===== src/heightmap_neighbour_smoother_defines.svh =====
// assertion macros used by the rtl back end
`ifndef HEIGHTMAP_NEIGHBOUR_SMOOTHER_DEFINES_SVH
`define HEIGHTMAP_NEIGHBOUR_SMOOTHER_DEFINES_SVH

`ifndef ASSERT_OFF
`define HNS_ASSERT(name, prop, msg) \
  name: assert property (@(posedge clk_i) disable iff (!rst_ni) prop) else $error(msg);
`define HNS_NEVER(name, cond, msg) \
  `HNS_ASSERT(name, !(cond), msg)
`else
`define HNS_ASSERT(name, prop, msg)
`define HNS_NEVER(name, cond, msg)
`endif

`endif


===== src/hns_pkg.sv =====
package hns_pkg;

  localparam int MAX_LAST_INDEX_DEF = 256;
  localparam int HW = 24;
  localparam int IW = 9;
  localparam int PAW = 3;
  localparam int DW = 32;
  localparam logic [0:0] REG_LAST_INDEX = 1'b0;
  localparam logic [IW-1:0] LAST_INDEX_RST = 9'd256;

  localparam int SUM_W = 28;
  localparam int N_W = 27;
  localparam int RECIP_W = 31;
  localparam int RECIP_SHIFT = 32;
  localparam int QW = N_W + RECIP_W - RECIP_SHIFT;
  localparam int CNT_W = 4;

  localparam logic [CNT_W-1:0] CNT_CORNER = 4'd4;
  localparam logic [CNT_W-1:0] CNT_EDGE = 4'd6;
  localparam logic [CNT_W-1:0] CNT_INNER = 4'd9;

  typedef struct packed {
    logic wr;
    logic swap;
    logic [1:0] emits;
    logic signed [HW-1:0] height;
  } op_t;

  // floor(2^32 / cnt)
  function automatic logic [RECIP_W-1:0] recip(input logic [CNT_W-1:0] cnt);
    logic [RECIP_W-1:0] m;
    case (cnt)
      CNT_CORNER: m = 31'd1073741824;
      CNT_EDGE:   m = 31'd715827882;
      CNT_INNER:  m = 31'd477218588;
      default:    m = '0;
    endcase
    return m;
  endfunction

  function automatic logic signed [SUM_W-1:0] sx(input logic signed [HW-1:0] v);
    return {{(SUM_W-HW){v[HW-1]}}, v};
  endfunction

endpackage


===== src/hns_queue.sv =====
module hns_queue (
  input  logic           clk_i,
  input  logic           rst_ni,
  input  logic           push_i,
  input  hns_pkg::op_t   data_i,
  output logic           full_o,
  input  logic           pop_i,
  output logic           avail_o,
  output hns_pkg::op_t   data_o
);
  import hns_pkg::*;

  op_t        slot_q [2];
  logic       wp_q, rp_q;
  logic [1:0] cnt_q;

  assign full_o  = cnt_q == 2'd2;
  assign avail_o = cnt_q != 2'd0;
  assign data_o  = slot_q[rp_q];

  always_ff @(posedge clk_i) begin
    if (push_i) begin
      slot_q[wp_q] <= data_i;
    end
  end

  always_ff @(posedge clk_i or negedge rst_ni) begin
    if (!rst_ni) begin
      wp_q  <= 1'b0;
      rp_q  <= 1'b0;
      cnt_q <= 2'd0;
    end else begin
      if (push_i) wp_q <= ~wp_q;
      if (pop_i) rp_q <= ~rp_q;
      cnt_q <= cnt_q + {1'b0, push_i} - {1'b0, pop_i};
    end
  end
endmodule


===== config.mk =====
export PLATFORM = sky130hd
export DESIGN_NAME = hns_queue
export DESIGN_NICKNAME = d
export VERILOG_FILES = /design/src/heightmap_neighbour_smoother_defines.svh /design/src/hns_pkg.sv /design/src/hns_queue.sv
export SDC_FILE = /design/constraint.sdc
export NUM_CORES = 1
export LEC_CHECK = 0
export BUFFER_PORTS_ARGS = -buffer_cell sky130_fd_sc_hd__buf_2
export CAP_MARGIN = 10
export CORE_UTILIZATION = 45
export DETAILED_ROUTE_END_ITERATION = 10
export PLACE_DENSITY = 0.79
export SYNTH_ARGS = -nofsm -noshare
export SYNTH_HDL_FRONTEND = slang
export SYNTH_SLANG_ARGS = --single-unit

===== constraint.sdc =====
create_clock -name clk_i -period 2.2 [get_ports clk_i]
set_clock_uncertainty 0.1 [all_clocks]
set_input_delay 0.33 -clock clk_i [delete_from_list [all_inputs] [get_ports clk_i]]
set_output_delay 0.33 -clock clk_i [all_outputs]
set_load 0.01 [all_outputs]

==> summary.txt <==
LAYOUT
-----------------------------------------------------------------------------
Total of fill cells in the finished design                                371
Area of the multi-input gates                                       447 sq um
Final Instance Area                                              0.00283 sq mm
Area Growth Syn to Fin                                                  24.8%
Seq. cell area                                                   0.00178 sq mm
Total number of nets in the final design                                  211
Layout cells sized above 1                                              0.594
Number of standard cells in the final layout excluding fillers            247
N_diodes                                                                    0

PLACE
-----------------------------------------------------------------------------
Instance count after placement with tap cells included                    232
Worst slack at placement                                               591 ps
Final weighted congestion in routability-driven placement               0.696
Half-perimeter wire length of the detailed placement result           2.46 mm
Placement Cell Area                                              0.00268 sq mm
Port Buffers                                                               61

LOGIC SYNTHESIS
-----------------------------------------------------------------------------
Netlist cell types                                                         14
Multiplexer area fraction after synthesis                               0.156
Gate count after technology mapping                                       102
Number of nets in the synthesized netlist                                 136
Post-Syn Area                                                    0.00227 sq mm
Synthesized-area fraction occupied by xor and xnor cells               0.0182
Area share of the largest cell type after synthesis                     0.742
Dominant combinational cell family by area after synthesis       multiplexers
Sequential fraction of the synthesis area                               0.786
Post-synthesis cell type with the largest combined area          sky130_fd_sc_hd__edfxtp_1
Synth area leaders                                               sky130_fd_sc_hd__edfxtp_1, sky130_fd_sc_hd__mux2_2, sky130_fd_sc_hd__mux2_4, sky130_fd_sc_hd__dfrtp_1, sky130_fd_sc_hd__ha_1
Synth Area in Compound Gates                                                0
Average cell area after synthesis                                  22.2 sq um
Adder-cell share of the synthesized area                               0.0110
#FFs+latches synth                                                         60
Synth Warn #                                                                0
Simple-gate share of the synthesized area                              0.0110

POWER
-----------------------------------------------------------------------------
Static leakage power                                                  1.14 nW
Switching Fraction                                                      0.282
Part of the power in combinational logic                                0.322
Sequential fraction of design power                                     0.463
Total net switching power                                          0.000971 W
Internal power component                                            0.00248 W
Largest vdd supply drop                                              0.696 mV
Part of the total power dissipated in the clock network                 0.215
Pwr Density                                                      1220 mW/mm^2

JOB
-----------------------------------------------------------------------------
Number of violations of the max-capacitance limit                           0

DIE
-----------------------------------------------------------------------------
Total core area                                                  0.00479 sq mm
Placement row count                                                        25
Number of top-level pins                                                   62
Starting Density                                                        0.474
Die area                                                         0.00533 sq mm
Die Width                                                        73.0 microns
Chip height                                                      73.0 microns

STA
-----------------------------------------------------------------------------
Endpoints failing setup                                                     0
Timing-limited maximum frequency                                    0.510 GHz
Final cycle utilization of the critical path                            0.892
Min setup slack post-route                                             238 ps
Headroom to the max-slew limit                                          0.682
Hold violation total from the final report                                  0
Final min period                                                      1960 ps
Total count of max-transition violations in the final report                0
Worst-margin pin slew                                                  477 ps
RSZ-0062 raised after global routing                                    false
Sum of negative setup slack                                              0 ps

ROUTE
-----------------------------------------------------------------------------
Total DRC errors in the routed layout                                       0
Count of antenna-violating nets left after detailed routing                 0
Routed wire per std cell                                         14.8 microns
Detailed Route WL                                                     3.65 mm
Total via count after detailed routing                                   1143
Detailed Routing Iterations Pass 1                                          4
DR iter-0 viols                                                            69
Vias per inst                                                            4.63

SETUP PATH
-----------------------------------------------------------------------------
Minimum setup slack among reg-to-reg paths                             730 ps
Top fanout value on the critical path                                      20
Start-to-end type of the worst setup path                             reg2out
Critical Path Source Type                                            register
Critical Path Sink Type                                           output port
Arrival time worst endpoint                                           1530 ps
Required time of the worst setup path                                 1770 ps

CLOCK TREE
-----------------------------------------------------------------------------
Clock Pin Slew Worst Setup and Hold Paths                               60 ps
Clock tree from TritonCTS                                                done
Setup bufs post-CTS                                                         0
Max Buffers Root-to-Sink                                                    2
Sink count of the clock tree                                               60
Number of clock buffers inserted by TritonCTS                               9
CTS H-tree depth                                                            3
Root Driver                                                      sky130_fd_sc_hd__clkbuf_8
Clock latency on the worst-skew pair                                   320 ps

GLOBAL ROUTING
-----------------------------------------------------------------------------
Overflow left after global routing                                          0
First-pass GRT wire length                                            5.71 mm
GRT Resource Usage Total                                                0.156
Via count of the first global-routing pass                               1263
Initial antenna violation count                                             0
Pin count of the biggest net entering global routing                       21

MIN PATH
-----------------------------------------------------------------------------
Classification of the worst-slack hold path                            in2reg

STATUS
-----------------------------------------------------------------------------
Status                                                           finished, final reports clean

## power groups by stage
stage	logic, W	clock network [W]	registers [W]
2_1_floorplan	0.000771	0	0.00160
3_3_place_gp	0.00110	0	0.00160
3_5_place_dp	0.00113	0	0.00162
4_1_cts	0.00113	0.000776	0.00160
5_1_grt	0.00120	0.000817	0.00162
6_report	0.00111	0.000742	0.00160
## timing repair
item | 4_1_cts | 5_1_grt
gates resized for setup | 0 | 0
endpoints found under the hold margin | 4 | 0
hold buffers | 1 | 0
## cells in the mapped netlist (all sizes together)
library cell and n:
or2 1, xor2 2, xor3 1, buf 3, nor2b 2, edfxtp 56, dfrtp 4, inv 2
mux2 28, ha 2, and2 1
## flip-flops by register name, summed over array words and instances (netlist names)
signal  count
cnt_q       2
rp_q        1
slot_q     56
wp_q        1
## critical path: stages (launching register included)
cell and delay [ps]:
sky130_fd_sc_hd__dfrtp_1 350, sky130_fd_sc_hd__buf_4 310, sky130_fd_sc_hd__mux2_2 390, sky130_fd_sc_hd__buf_2 140
## final cells by class
type | count | area share
multi-input cells | 37 | 0.158
clock inverters | 5 | 0.00752
repair buffers | 67 | 0.129
inverters | 2 | 0.00265
clock buffers | 9 | 0.0438
flip-flops and latches | 60 | 0.630
well taps | 67 | 0.0296
## layout by cell type, fill, tap and decap left out, types with 2 or more instances in the layout
master and instances:
sky130_fd_sc_hd__buf_4 4, sky130_fd_sc_hd__clkinv_2 2, sky130_fd_sc_hd__inv_1 2, sky130_fd_sc_hd__clkinv_1 3, sky130_fd_sc_hd__edfxtp_1 56, sky130_fd_sc_hd__xor2_1 2, sky130_fd_sc_hd__mux2_4 10, sky130_fd_sc_hd__clkbuf_8 9
sky130_fd_sc_hd__dfrtp_1 4, sky130_fd_sc_hd__mux2_2 18, sky130_fd_sc_hd__buf_2 61, sky130_fd_sc_hd__ha_1 2
## per-stage QoR
step / hold slack [ps] / power (W) / util
floorplan: -65.6 / 0.00237 / -
global placement: 39.8 / 0.00270 / 0.559
detailed placement: 47.2 / 0.00275 / 0.559
CTS: 64.6 / 0.00351 / 0.591
global route: 63.0 / 0.00364 / 0.591
finish: 88.8 / 0.00345 / 0.591
## worst paths after layout
path                            start             to  depth (start not counted)
max                              rp_q     data_o[25]                          3
min                        data_i[17]  slot_q[1][17]                          1
max reg2reg                      wp_q  slot_q[1][22]                          2
min reg2reg                      wp_q           wp_q                          1
max in group asynchronous      rst_ni           wp_q                          2
min in group asynchronous      rst_ni       cnt_q[1]                          2
## logic make-up (layout without fill, tap and decap cells)
group / after synthesis / in the layout
fa+ha+maj: 2 / 2
simple gates: 4 / 4
flops: 60 / 60
buf+inv: 5 / 83
mux: 28 / 28
xor+xnor: 3 / 3
## routing by layer
metal  track usage  wire [microns]  up-vias  share of wire
met2         0.261            1890       53           0.52
met4        0.0654              19        0         0.0052
met3        0.0870             270        4          0.074
li1              -               -      545              -
met5             0               0        -              0
met1         0.161            1470      541           0.40
No activity file was read; power rests on OpenSTA's default activity.
