`src/heightmap_neighbour_smoother_defines.svh`:
```
// assertion macros used by the rtl back end
`ifndef HEIGHTMAP_NEIGHBOUR_SMOOTHER_DEFINES_SVH
`define HEIGHTMAP_NEIGHBOUR_SMOOTHER_DEFINES_SVH

`ifndef ASSERT_OFF
`define HNS_ASSERT(name, prop, msg) \
  name: assert property (@(posedge clk_i) disable iff (!rst_ni) prop) else $error(msg);
`define HNS_NEVER(name, cond, msg) \
  `HNS_ASSERT(name, !(cond), msg)
`else
`define HNS_ASSERT(name, prop, msg)
`define HNS_NEVER(name, cond, msg)
`endif

`endif

```
`src/hns_pkg.sv`:
```
package hns_pkg;

  localparam int MAX_LAST_INDEX_DEF = 256;
  localparam int HW = 24;
  localparam int IW = 9;
  localparam int PAW = 3;
  localparam int DW = 32;
  localparam logic [0:0] REG_LAST_INDEX = 1'b0;
  localparam logic [IW-1:0] LAST_INDEX_RST = 9'd256;

  localparam int SUM_W = 28;
  localparam int N_W = 27;
  localparam int RECIP_W = 31;
  localparam int RECIP_SHIFT = 32;
  localparam int QW = N_W + RECIP_W - RECIP_SHIFT;
  localparam int CNT_W = 4;

  localparam logic [CNT_W-1:0] CNT_CORNER = 4'd4;
  localparam logic [CNT_W-1:0] CNT_EDGE = 4'd6;
  localparam logic [CNT_W-1:0] CNT_INNER = 4'd9;

  typedef struct packed {
    logic wr;
    logic swap;
    logic [1:0] emits;
    logic signed [HW-1:0] height;
  } op_t;

  // floor(2^32 / cnt)
  function automatic logic [RECIP_W-1:0] recip(input logic [CNT_W-1:0] cnt);
    logic [RECIP_W-1:0] m;
    case (cnt)
      CNT_CORNER: m = 31'd1073741824;
      CNT_EDGE:   m = 31'd715827882;
      CNT_INNER:  m = 31'd477218588;
      default:    m = '0;
    endcase
    return m;
  endfunction

  function automatic logic signed [SUM_W-1:0] sx(input logic signed [HW-1:0] v);
    return {{(SUM_W-HW){v[HW-1]}}, v};
  endfunction

endpackage

```
`src/hns_if.sv`:
```
interface hns_in_if;
  import hns_pkg::*;
  logic valid;
  logic ready;
  logic command;
  logic signed [HW-1:0] height;
  modport source (output valid, command, height, input ready);
  modport sink (input valid, command, height, output ready);
endinterface


```
`src/hns_front.sv`:
```
module hns_front #(
  parameter int MAX_LAST_INDEX = hns_pkg::MAX_LAST_INDEX_DEF
) (
  input  logic                              clk_i,
  input  logic                              rst_ni,
  input  logic                              clear_i,
  input  logic [$clog2(MAX_LAST_INDEX+2)-1:0] last_i,
  hns_in_if.sink                            in_i,
  input  logic                              full_i,
  output logic                              push_o,
  output hns_pkg::op_t                      op_o
);
  import hns_pkg::*;
  localparam int CW = $clog2(MAX_LAST_INDEX + 2);

  logic [CW-1:0] irow_q, icol_q, orow_q, ocol_q;
  logic acc, smp_ok, drn_ok, e1, e2, row_end;

  assign in_i.ready = !full_i;
  assign acc = in_i.valid && in_i.ready;

  always_comb begin
    smp_ok  = irow_q <= last_i && icol_q <= last_i;
    row_end = icol_q == last_i;
    e1 = irow_q != '0 && icol_q != '0;
    e2 = irow_q != '0 && row_end;
    drn_ok = irow_q > last_i && orow_q == last_i && ocol_q <= last_i;
    op_o.height = in_i.height;
    if (in_i.command) begin
      op_o.wr = 1'b0;
      op_o.swap = 1'b0;
      op_o.emits = 2'd1;
      push_o = acc && drn_ok;
    end else begin
      op_o.wr = 1'b1;
      op_o.swap = row_end;
      op_o.emits = e2 ? 2'd2 : (e1 ? 2'd1 : 2'd0);
      push_o = acc && smp_ok;
    end
  end

  always_ff @(posedge clk_i or negedge rst_ni) begin
    if (!rst_ni) begin
      irow_q <= '0;
      icol_q <= '0;
      orow_q <= '0;
      ocol_q <= '0;
    end else if (clear_i) begin
      irow_q <= '0;
      icol_q <= '0;
      orow_q <= '0;
      ocol_q <= '0;
    end else if (push_o) begin
      if (!in_i.command) begin
        if (row_end) begin
          icol_q <= '0;
          irow_q <= irow_q + CW'(1);
        end else begin
          icol_q <= icol_q + CW'(1);
        end
        if (e2) begin
          orow_q <= irow_q;
          ocol_q <= '0;
        end else if (e1) begin
          ocol_q <= icol_q;
        end
      end else if (ocol_q == last_i) begin
        // final point of the grid, start over
        irow_q <= '0;
        icol_q <= '0;
        orow_q <= '0;
        ocol_q <= '0;
      end else begin
        ocol_q <= ocol_q + CW'(1);
      end
    end
  end
endmodule

```
`src/flat_wrapper.sv`:
```
// flat-port wrapper written by rule: the top's interface ports become plain ports
module hns_front_flat import hns_pkg::*;
#(
  parameter int MAX_LAST_INDEX = hns_pkg::MAX_LAST_INDEX_DEF
)
  (clk_i, rst_ni, clear_i, last_i, full_i, push_o, op_o, in_i_valid, in_i_command, in_i_height, in_i_ready);
  hns_in_if in_i_i ();
  input  logic clk_i;
  input  logic rst_ni;
  input  logic clear_i;
  input  logic [$clog2(MAX_LAST_INDEX+2)-1:0] last_i;
  input  logic full_i;
  output logic push_o;
  output hns_pkg::op_t op_o;
  input wire logic [$bits(in_i_i.valid)-1:0] in_i_valid;
  input wire logic [$bits(in_i_i.command)-1:0] in_i_command;
  input wire logic [$bits(in_i_i.height)-1:0] in_i_height;
  output wire logic [$bits(in_i_i.ready)-1:0] in_i_ready;
  assign in_i_i.valid = in_i_valid;
  assign in_i_i.command = in_i_command;
  assign in_i_i.height = in_i_height;
  assign in_i_ready = in_i_i.ready;
  hns_front #(.MAX_LAST_INDEX(MAX_LAST_INDEX)) u_core (.clk_i(clk_i), .rst_ni(rst_ni), .clear_i(clear_i), .last_i(last_i), .in_i(in_i_i), .full_i(full_i), .push_o(push_o), .op_o(op_o));
endmodule
```
`config.mk`:
```
export PLATFORM = sky130hd
export DESIGN_NAME = hns_front_flat
export DESIGN_NICKNAME = d
export VERILOG_FILES = /design/src/heightmap_neighbour_smoother_defines.svh /design/src/hns_pkg.sv /design/src/hns_if.sv /design/src/hns_front.sv /design/src/flat_wrapper.sv
export SDC_FILE = /design/constraint.sdc
export NUM_CORES = 1
export LEC_CHECK = 0
export ABC_CLOCK_PERIOD_IN_PS = 5350
export BUFFER_PORTS_ARGS = -buffer_cell sky130_fd_sc_hd__buf_2
export CORE_UTILIZATION = 55
export DETAILED_ROUTE_END_ITERATION = 12
export PLACE_DENSITY = 0.81
export SETUP_SLACK_MARGIN = 0.05
export SYNTH_ARGS = -nofsm -noshare
export SYNTH_HDL_FRONTEND = slang
export SYNTH_SLANG_ARGS = --single-unit
```
`constraint.sdc`:
```
create_clock -name clk_i -period 5.35 [get_ports clk_i]
set_input_delay 1.605 -clock clk_i [delete_from_list [all_inputs] [get_ports clk_i]]
set_output_delay 1.605 -clock clk_i [all_outputs]
set_load 0.01 [all_outputs]
```
==> results of run 1 <==
## flip-flops by register name (all words and copies together) (netlist names)
register and cells:
u_core.icol_q 9, u_core.irow_q 9, u_core.ocol_q 9, u_core.orow_q 9
## cell usage in the layout (no fill, tap or decap), drive strengths merged, types with 4 or more instances in the layout
master	Yosys	layout
a211oi	6	6
a21oi	17	17
a221o	4	4
a22oi	4	4
a32o	5	5
and3	13	13
buf	25	27
clkbuf	11	6
dfrtp	36	36
ha	32	32
inv	19	19
nand2	41	41
nand3	15	15
nand4	9	9
nor2	28	28
nor3	5	5
nor4	6	6
o211ai	13	13
o21ai	20	20
o31ai	7	7
xnor2	9	9
## path summary, 6_finish.rpt
check / slack, ns / cells after the start / end
hold / removal: 0.56 / 2 / u_core.orow_q[7]$_DFFE_PN0P_
setup / recovery: 0.16 / 9 / push_o
max in group asynchronous: 3.41 / 1 / u_core.ocol_q[4]$_DFFE_PN0P_
setup reg to reg: 1.95 / 9 / u_core.irow_q[2]$_DFFE_PN0P_
min in group asynchronous: 1.39 / 1 / u_core.orow_q[5]$_DFFE_PN0P_
hold reg to reg: 0.56 / 2 / u_core.orow_q[7]$_DFFE_PN0P_
## cell type report
cell class | instances | area (µm²)
Clock buffer | 6 | 72.6
Clock inverter | 2 | 16.3
Tap cell | 70 | 87.6
Sequential cell | 36 | 901
Fill cell | 453 | 2070
Multi-Input combinational cell | 267 | 1830
Timing Repair Buffer | 27 | 153
Inverter | 20 | 75.1
## logic make-up after synthesis
logic type | count (synthesis)
and+or+nand+nor | 126
xor gates and xnor gates | 9
muxes | 2
DFF | 36
AOI/OAI and AO/OA | 98
adders and majority gates | 32
buffers and inverters | 56
## stage by stage
stage	std cells	hold slack (ns)	util, %	setup WS, ns
floorplan	359	0.490	-	0.402
global placement	420	0.529	58.2	0.141
detailed placement	420	0.542	58.2	0.0980
CTS	428	0.561	60.0	0.102
global route	428	0.599	60.2	0.0819
finish	428	0.559	60.2	0.157
## per-layer routing
metal,global-route usage [%],vias to the layer above
met5,0,-
met1,37.8,1303
met3,5.03,24
met4,13.3,0
met2,43.9,129
li1,-,1313
## power breakdown
part	leakage, nW	switching [mW]	internal, mW
clock network	0.0414	0.112	0.0928
registers	0.501	0.00406	0.275
logic	0.888	0.0582	0.0282
## worst register-to-register path, cell delays in order, from the launching register on
cell	delay, ns
dfrtp_1	0.48
ha_1	0.36
a21oi_1	0.15
o21ai_0	0.12
a2111oi_0	0.58
o221ai_2	0.23
buf_4	0.21
a21o_1	0.44
or4_1	0.59
a31oi_1	0.17
## what timing repair did
item	4_1_cts	5_1_grt
setup buffers	0	0
resized for setup	0	2
setup endpoints to repair	0	1
==> impl_metrics.ini, run 1 <==
[yosys]
synth_common_cells = nand2_1, dfrtp_1, ha_1
synth_ff_type = dfrtp_1
synth_most_common_cell = nand2_1
synthMuxAreaShare_pct = 0.704
synth_xor_area_share_pct = 2.61
ys_async_sr_fraction_pct = 100
ys_top_cells_by_area = dfrtp_1, ha_1, buf_4, nand2_1, nor2_1
synthDistinctLibCells = 48
ys_seq_elements = 36
avgSynthCellArea_um2 = 8.41
synth_nets = 430
synth_seq_area_share_pct = 29.8
synth-simple-area-share_pct = 20.0
syn_area_um2 = 3020
netlist.top_cell.by_area = dfrtp_1
synth_edf_count = 0
synth_top_family_by_area = compound AO/OA/AOI/OAI gates
syn_inst = 359
yosys_warnings = 0
synth_compound_area_share_pct = 23.5
synth_top_cell_area_share_pct = 29.8
synth_fa_ha_area_share_pct = 13.3

[global_routing]
grt_pass1_vias = 2683
grt_pass1_wl_um = 12900
grt_max_degree = 37
overflow = 0
track_usage_pct = 28.1
grt_antenna_before_repair = 0

[drt]
wl_per_cell_um = 18.1
vias_per_cell = 6.47
met3_length_um = 619
top_layer_used = met4
met2_length_um = 3470
routed_wl_um = 7730
drt-met1-wl_um = 3430
route.detailed.drc = 0
antenna_left = 0
first_pass_iters = 5
drt-initial-drc-count = 294
vias = 2769

[sta]
max_slew_margin_pct = 44.0
fmax_mhz = 193
final_hold_viol_count = 0
fin_crit_ns = 5.19
tightestPinTransition_ns = 0.840
tns_ns = 0
maxSlewViolCount = 0
rsz0062_at_grt = false
setup_viol = 0
fin_worst_skew_ns = 0.00991
period_share_pct = 97.1

[clocking]
clock_path_buffers = 2
clk_pin_slew_ns = 0.09
cts-htree-levels = 2
cts_tree = done
clock-sinks = 36
cts.root.buffer_cell = clkbuf_8
clock_latency_ns = 0.30
cts_buffers = 5
hold_buffers = 0

[floorplanning]
dieArea_um2 = 5790
initial_core_util_pct = 58.0
core_um2 = 5200
ios = 69
chipWidth_um = 76.1
rows = 26
dieHeight_um = 76.1

[worst_setup_path]
endpoint_kind = output pin
cp_top_family = compound AO/OA/AOI/OAI gates
cp.arrival_ns = 3.59
crit_path_cell_trace = buf_2, inv_1, ha_1, a21oi_1, o21ai_0, a2111oi_0, o221ai_2, a21oi_4, buf_2
crit_start = last_i[4]
critical_path.slowest_cell = a2111oi_0
startpoint_type = input pin
crit_type = in -> out
r2r-start = u_core.icol_q[4]$_DFFE_PN0P_
path_buf_inv = 3
crit_top_cell = buf_2
max_stage_delay_ns = 0.58
crit_required_ns = 3.74
path_max_fanout = 4

[final_layout]
syn_to_final_growth_pct = 3.69
drive_gt1_share_pct = 11.5
final_area_um2 = 3130
antenna_cells = 0
fin_nets = 428

[run_status]
outcome = completed

[power]
power.total_uw = 571
p_leak_nw = 1.43
power_density_nw_per_um2 = 182
ir_drop_mv = 0.144

[worst_hold_path]
hold_start = u_core.orow_q[7]$_DFFE_PN0P_
hp-class = reg -> reg

[placement]
placed_area_um2 = 3030
place_congestion = 0.887
dpl.hpwl_um = 5640
numPortBuffers = 20

[flow_run]
drv_cap = 0
Note: power is estimated with default switching activity, not from simulation.
==> inputs of run 2 (changes only) <==
--- a/config.mk
+++ b/config.mk
@@ -7,9 +7,10 @@
 export LEC_CHECK = 0
 export ABC_CLOCK_PERIOD_IN_PS = 5350
 export BUFFER_PORTS_ARGS = -buffer_cell sky130_fd_sc_hd__buf_2
+export CORE_ASPECT_RATIO = 0.5
 export CORE_UTILIZATION = 55
 export DETAILED_ROUTE_END_ITERATION = 12
-export PLACE_DENSITY = 0.81
+export PLACE_DENSITY = 0.82
 export SETUP_SLACK_MARGIN = 0.05
 export SYNTH_ARGS = -nofsm -noshare
 export SYNTH_HDL_FRONTEND = slang
==> run 2 against run 1 <==
Compared with the run above: wire length is 5.5% higher; final cell count is 0.93% lower; register-to-register slack lost 0.11 ns; sequential power about the same.
==> impl_metrics.ini, run 2 (synthesis gave the netlist of run 1 again) <==
[run_status]
outcome = completed

[drt]
route.detailed.drc = 0
vias_per_cell = 6.66
met3_length_um = 709
first_pass_iters = 6
vias = 2822
wl_per_cell_um = 19.2
drt-met1-wl_um = 3440
top_layer_used = met4
met2_length_um = 3640
drt-initial-drc-count = 210
antenna_left = 0
routed_wl_um = 8160

[sta]
maxSlewViolCount = 0
tightestPinTransition_ns = 0.908
fin_ws_ns = 0.0227
max_slew_margin_pct = 39.2
tns_ns = 0
rsz0062_at_grt = false
fmax_mhz = 188
final_hold_viol_count = 0
fin_worst_skew_ns = 0.00842
period_share_pct = 99.6
setup_viol = 0
whs_ns = 0.560
fin_crit_ns = 5.33

[placement]
place_ws_ns = 0.0531
dpl.hpwl_um = 5810
dp_cells = 417
placed_area_um2 = 3010
place_congestion = 0.918
numPortBuffers = 20

[flow_run]
drv_cap = 0

[floorplanning]
initial_core_util_pct = 59.1
dieHeight_um = 54.4
ios = 69
dieArea_um2 = 5810
chipWidth_um = 107
core_um2 = 5110
rows = 18

[worst_setup_path]
r2r-start = u_core.icol_q[6]$_DFFE_PN0P_
reg2reg_depth = 9
startpoint_type = input pin
crit_top_cell = buf_2
crit_path_cell_trace = buf_2, inv_1, ha_1, a211oi_1, nor2_1, a2111oi_0, o221ai_2, a21oi_2, buf_2
crit_required_ns = 3.74
rr_endpoint = u_core.irow_q[2]$_DFFE_PN0P_
cp.arrival_ns = 3.72
reg2reg_slack_ns = 1.84
crit_type = in -> out
endpoint_kind = output pin
path_max_fanout = 3
critical_path.slowest_cell = a2111oi_0
max_stage_delay_ns = 0.66

[final_layout]
syn_to_final_growth_pct = 3.07
fin_nets = 425
antenna_cells = 0
final_area_um2 = 3110
layout_commonest_cell = nand2_1
mostFrequentLayoutCells = nand2_1, dfrtp_1, ha_1
instances_no_fill = 424
drive_gt1_share_pct = 11.0
fillers = 426

[clocking]
hold_buffers = 0
cts.root.buffer_cell = clkbuf_8
clock-sinks = 36
cts_tree = done
clock_latency_ns = 0.30
cts-htree-levels = 2
cts_buffers = 5
postCtsSetupBuffers = 0
clk_pin_slew_ns = 0.07
clock_path_buffers = 2

[power]
power_density_nw_per_um2 = 187
p_leak_nw = 1.43
ir_drop_mv = 0.128

[global_routing]
grt_pass1_vias = 2632
track_usage_pct = 29.9
grt_pass1_wl_um = 13100
overflow = 0
grt_max_degree = 37
grt_antenna_before_repair = 0

[worst_hold_path]
hp-class = reg -> reg
holdPathStages = 2
worstHoldEndpoint = u_core.orow_q[1]$_DFFE_PN0P_
hold_start = u_core.orow_q[1]$_DFFE_PN0P_
run 2: cell type report:
type                       count  area [µm²]  area share (%)
multi-input combinational    267        1820            58.6
sequential                    36         901            28.9
timing repair buffer          24         130            4.18
clock buffer                   7        96.3            3.09
tap                           70        87.6            2.81
inverter                      20        75.1            2.41
run 2: worst max-delay path by stage:
stage,from,endpoint
global placement,last_i[7],push_o
floorplan,last_i[2],push_o
global route,last_i[4],push_o
finish,last_i[6],push_o
CTS,last_i[4],push_o
detailed placement,last_i[6],push_o
run 2: metal layers:
metal / GRT usage, % / vias to the layer above
met3: 6.07 / 58
met1: 38.2 / 1319
met2: 49.4 / 148
li1: - / 1297
met4: 16.0 / 0
met5: 0 / -
run 2: worst max-delay path: cells and delay by family:
kind | cells | cell delay, ns
buffers and inverters | 3 | 0.35
adder cells (fa/ha/maj) | 1 | 0.34
AND/OR/NAND/NOR | 1 | 0.08
AO/OA/AOI/OAI | 4 | 1.35
run 2: through the flow:
step	power (mW)	util, %
final	0.582	60.9
after global routing	0.603	60.9
after CTS	0.581	60.8
after detailed placement	0.369	58.9
after global placement	0.364	58.9
after floorplan	0.354	-
run 2: what timing repair did:
item | in CTS | in global routing
resized for setup | 1 | 1
pin swaps | 0 | 1
endpoints found under the setup margin | 1 | 1
run 2: where the power goes:
group	total (mW)	internal [mW]	switching, mW
Clock	0.215	0.115	0.0999
Combinational	0.0880	0.0281	0.0599
Sequential	0.279	0.275	0.00403
